$ cat src/rtl/lsf_pkg.sv
// Package for the load-scaled fee block: widths, status codes, divider commands.
// Depends on nothing; the divider, multiplier and fee modules import it.
`default_nettype none
package lsf_pkg;
	localparam int unsigned WordW = 64;
	localparam int unsigned HalfW = 32;
	localparam int unsigned PrivMult = 4;
	localparam logic [31:0] LoadBaseRst = 32'd256;
	localparam int unsigned AddrW = 1;

	typedef enum logic [1:0] {
		ST_OK = 2'd0,
		ST_OVERFLOW = 2'd1,
		ST_ZERO_DEN = 2'd2
	} status_t;

	typedef struct packed {
		logic start;
		logic [WordW-1:0] num;
		logic [WordW-1:0] den;
	} div_req_t;

	typedef struct packed {
		logic done;
		logic [WordW-1:0] quo;
		logic [WordW-1:0] rem;
	} div_rsp_t;
endpackage
`default_nettype wire

$ cat src/rtl/lsf_mul.sv
// 64 by 64 multiplier with overflow detect, built from 32x32 partial products,
// one partial product per cycle. Depends on lsf_pkg.
`default_nettype none
module lsf_mul (
	input wire logic clk,
	input wire logic arst_n,
	input wire logic start,
	input wire logic [lsf_pkg::WordW-1:0] a,
	input wire logic [lsf_pkg::WordW-1:0] b,
	output logic done,
	output logic [lsf_pkg::WordW-1:0] prod,
	output logic ovf
);
	import lsf_pkg::*;
	logic [2:0] step_q;
	logic [HalfW-1:0] x, y;
	logic [WordW-1:0] pp;
	logic [WordW-1:0] a_q, b_q, lo_q;
	logic [WordW:0] mid_q;
	logic hi_q;

	always_comb begin
		case (step_q)
			3'd1: begin x = a_q[HalfW-1:0]; y = b_q[HalfW-1:0]; end
			3'd2: begin x = a_q[WordW-1:HalfW]; y = b_q[HalfW-1:0]; end
			3'd3: begin x = a_q[HalfW-1:0]; y = b_q[WordW-1:HalfW]; end
			default: begin x = '0; y = '0; end
		endcase
	end
	assign pp = 64'(x) * 64'(y);

	always_ff @(posedge clk or negedge arst_n) begin
		if (!arst_n) begin
			step_q <= '0;
			done <= 1'b0;
		end else begin
			done <= 1'b0;
			if (start) step_q <= 3'd1;
			else if (step_q == 3'd4) begin
				step_q <= '0;
				done <= 1'b1;
			end else if (step_q != 3'd0) step_q <= step_q + 3'd1;
		end
	end

	always_ff @(posedge clk) begin
		if (start) begin
			a_q <= a;
			b_q <= b;
			hi_q <= (a[WordW-1:HalfW] != '0) && (b[WordW-1:HalfW] != '0);
			mid_q <= '0;
		end else begin
			case (step_q)
				3'd1: begin
					lo_q <= pp;
					mid_q <= 65'(pp[WordW-1:HalfW]);
				end
				3'd2, 3'd3: mid_q <= mid_q + 65'(pp);
				3'd4: begin
					prod <= {mid_q[HalfW-1:0], lo_q[HalfW-1:0]};
					ovf <= hi_q || (mid_q[WordW:HalfW] != '0);
				end
				default: ;
			endcase
		end
	end
endmodule
`default_nettype wire

$ cat config.mk
export PLATFORM = sky130hd
export DESIGN_NAME = lsf_mul
export DESIGN_NICKNAME = d
export VERILOG_FILES = /design/src/rtl/lsf_pkg.sv /design/src/rtl/lsf_mul.sv
export SDC_FILE = /design/constraint.sdc
export NUM_CORES = 2
export LEC_CHECK = 0
export ABC_AREA = 1
export BUFFER_PORTS_ARGS = -buffer_cell sky130_fd_sc_hd__buf_2
export CORE_ASPECT_RATIO = 0.5
export CORE_MARGIN = 2
export CORE_UTILIZATION = 60
export DETAILED_ROUTE_END_ITERATION = 12
export PLACE_DENSITY = 0.78
export SLEW_MARGIN = 20
export SYNTH_ARGS = -nofsm -noshare
export SYNTH_HDL_FRONTEND = slang
export SYNTH_SLANG_ARGS = --single-unit
$ cat constraint.sdc
create_clock -name clk -period 24.3 [get_ports clk]
set_clock_uncertainty 0.1 [all_clocks]
set_input_delay 2.43 -clock clk [delete_from_list [all_inputs] [get_ports clk]]
set_output_delay 2.43 -clock clk [all_outputs]
set_load 0.005 [all_outputs]
==> impl_results.md <==
* Status: complete, no violations
* DRT Pass-1 Iters at 6
* RSZ-0062 raised after global routing: false
* Design area at 54400 sq um
* I/O pin count at 197
* Share of the yosys chip area belonging to registers at 15.9%
* Final period utilization at 47.1%
* Critical path capture point type: register
* Max Slew Vio Count at 0
* Largest area contributor in the netlist: fa_1
* FILL cells at 7355
* Critical Path RT at 24.77 ns
* H-tree levels at 1
* Ys flop type: edfxtp_1
* Initial Utilization at 60.3%
* FF/Latch Area at 8190 sq um
* Critical path type: reg2reg
* Crit path top cell by count: inv_1
* Root Buffer: clkbuf_16
* Hold slack at 0.321 ns
* Hold crit path type: reg2reg
* Postcts setup bufs at 0
* Area Growth Syn to Fin at 5.38%
* Die area at 88600 sq um
* CP peak stage delay at 0.82 ns
* Worst Hold Path Cells at 0
* Max Fclk at 0.0874 GHz
* Commonest non-fill, non-tap cell in the layout: nand2_1
* Initial DRC count at 4666
* Area taken by multi-input logic gates at 35600 sq um
* Most frequent cells in the layout: nand2_1 (1982), inv_1 (1778), fa_1 (897)
* RR Endpoint: mid_q[46]$_SDFFE_PP0P_
* GR Util All Layers at 38.6%
* Post_cts resized at 0
* # setup viols final at 0
* Post-synth EDFFs at 226
* CTS Buf Count at 29
* Clock-pin slew on the worst setup and hold paths at 0.08 ns
* Rel. slew slack at 23.1%
* Share of layout cells above drive strength 1 at 6.59%
* Largest net degree at the start of global routing at 70
* DR vias at 43.7k
* Hold Fails Final Rpt at 0
* Yosys top cell area share at 34.8%
* Initial antenna violation count at 3
* Worst Hold Endpoint: prod[17]$_DFFE_PP_
* First-pass GRT wire length at 258 mm
* Yosys reg bits at 295
* WP data arrival at 11.92 ns
* Core footprint at 85700 sq um
* Nets at 8021
* Num rows at 76
* Detail Route Antenna Nets at 0
* Hold Buf Count CTS at 0
* WL final at 166 mm
* Syn Area/Cell at 7.82 sq um
* Startpoint types: register
* Port Buffers at 196
* Mapped Nets at 7975
* Die Ht at 211 um
* Maxcap violations at 0
* Placed cell areas at 53400 sq um
* Final worst path period need at 11.44 ns
* Setup TNS at 0 ns
* Routability congestion estimate at 1.05
* Syn Inst Count at 6606
* CTS tree: built
* Vias in the first global route at 45.1k
* CTS Sinks at 295
* Crit Path Max Fanout at 34
* DR DRC count at 0
* Total global routing overflow at 0
* FF-to-FF Start: step_q[0]$_DFFE_PN0P_
* Top cells by area, synth: fa_1 (35%), nand2_1 (15%), edfxtp_1 (13%), inv_1 (13%), ha_1 (8.3%)
* Clk_lat worst skew at 0.64 ns
* Startpoint of the worst hold path: lo_q[17]$_DFFE_PP_
* Utilization after layout at 63.5%
* Drt via density at 5.56
* Async set or reset register ratio after synthesis at 1.36%
* Cell variety after synth at 47
* Final HPWL DP at 132 mm
* R2R Setup Slk at 12.86 ns
* Die X at 419 um
* WL/cell at 21.1 um
* Crit-path slowest cell: a22o_2
* CTS max path bufs at 3
* Yosys Warn Count at 0
* Slew @ Worst Pin at 1.14 ns
* Worst reg2reg path depth at 43
* Synthesized area at 51600 sq um
-- synth_stat cells (7+ instances only) --
master	instances
fa_1	897
nand3b_1	42
nand3_1	143
buf_2	202
nor4_1	28
a22o_1	32
xor2_1	27
inv_1	1779
nand4_1	20
o21ai_1	7
nand2_2	36
o21ai_0	135
dfxtp_1	65
a21oi_2	10
ha_1	341
buf_1	8
inv_2	13
nand3_2	10
nor3_2	9
o21bai_1	20
a21oi_1	219
nor3_1	26
clkbuf_1	22
and2_1	25
edfxtp_1	226
xnor2_1	10
nor2_2	22
nor2_1	202
nand2_1	1995
-- flip-flops by register name (all words and copies together), names as in the netlist --
signal,cells
done,1
mid_q,65
a_q,64
ovf,1
b_q,64
prod,64
step_q,3
hi_q,1
lo_q,32
-- kinds of logic (layout without fill, tap and decap cells) --
| group | Yosys count | count (layout) | share of synthesized area (%) |
|---|---|---|---|
| and+or+nand+nor | 2577 | 2577 | 20.5 |
| buffers and inverters | 2026 | 2095 | 15.2 |
| adders and majority gates | 1238 | 1238 | 43.0 |
| AOI/OAI and AO/OA | 428 | 428 | 4.58 |
| DFF | 295 | 295 | 15.9 |
| xor gates and xnor gates | 42 | 42 | 0.785 |
| other | 0 | 4 | 0 |
-- worst max-delay path: cells and delay by family (launching register included) --
kind            cells  cell delay, ns
simple gates       12            1.56
compound gates      6            2.12
buf+inv            13            1.67
xor+xnor            1            0.49
fa+ha+maj          11            4.91
flops               1            0.43
-- final cells by class --
class | count | share of cell area, %
Antenna cell | 4 | 0.0184
Clock buffer | 34 | 1.40
Clock inverter | 20 | 0.428
Inverter | 1793 | 12.4
Multi-Input combinational cell | 4285 | 65.5
Sequential cell | 295 | 15.0
Tap cell | 1170 | 2.69
Timing Repair Buffer | 248 | 2.53
-- through the flow --
step,worst slack [ns],instances
floorplan,15.58,6606
global placement,13.07,7791
detailed placement,13.07,7791
CTS,13.02,7845
global route,12.36,7847
finish,12.86,7849
-- per-layer routing --
layer	vias up	track usage (%)	wire length [um]
li1	19300	-	-
met1	21400	53.5	66300
met2	2553	60.5	73600
met3	404	9.03	19800
met4	0	12.1	6220
met5	-	0	0
-- worst max path at each step --
stage,depth (start not counted),from,end
global route,39,step_q[0]$_DFFE_PN0P_,mid_q[46]$_SDFFE_PP0P_
detailed placement,39,step_q[0]$_DFFE_PN0P_,mid_q[62]$_SDFFE_PP0P_
global placement,44,step_q[0]$_DFFE_PN0P_,mid_q[31]$_SDFFE_PP0P_
CTS,39,step_q[0]$_DFFE_PN0P_,mid_q[62]$_SDFFE_PP0P_
floorplan,47,step_q[0]$_DFFE_PN0P_,mid_q[63]$_SDFFE_PP0P_
finish,43,step_q[0]$_DFFE_PN0P_,mid_q[46]$_SDFFE_PP0P_
Power is not shown: default switching activity piles up to over one toggle a cycle in this logic, so the estimate is an artifact.
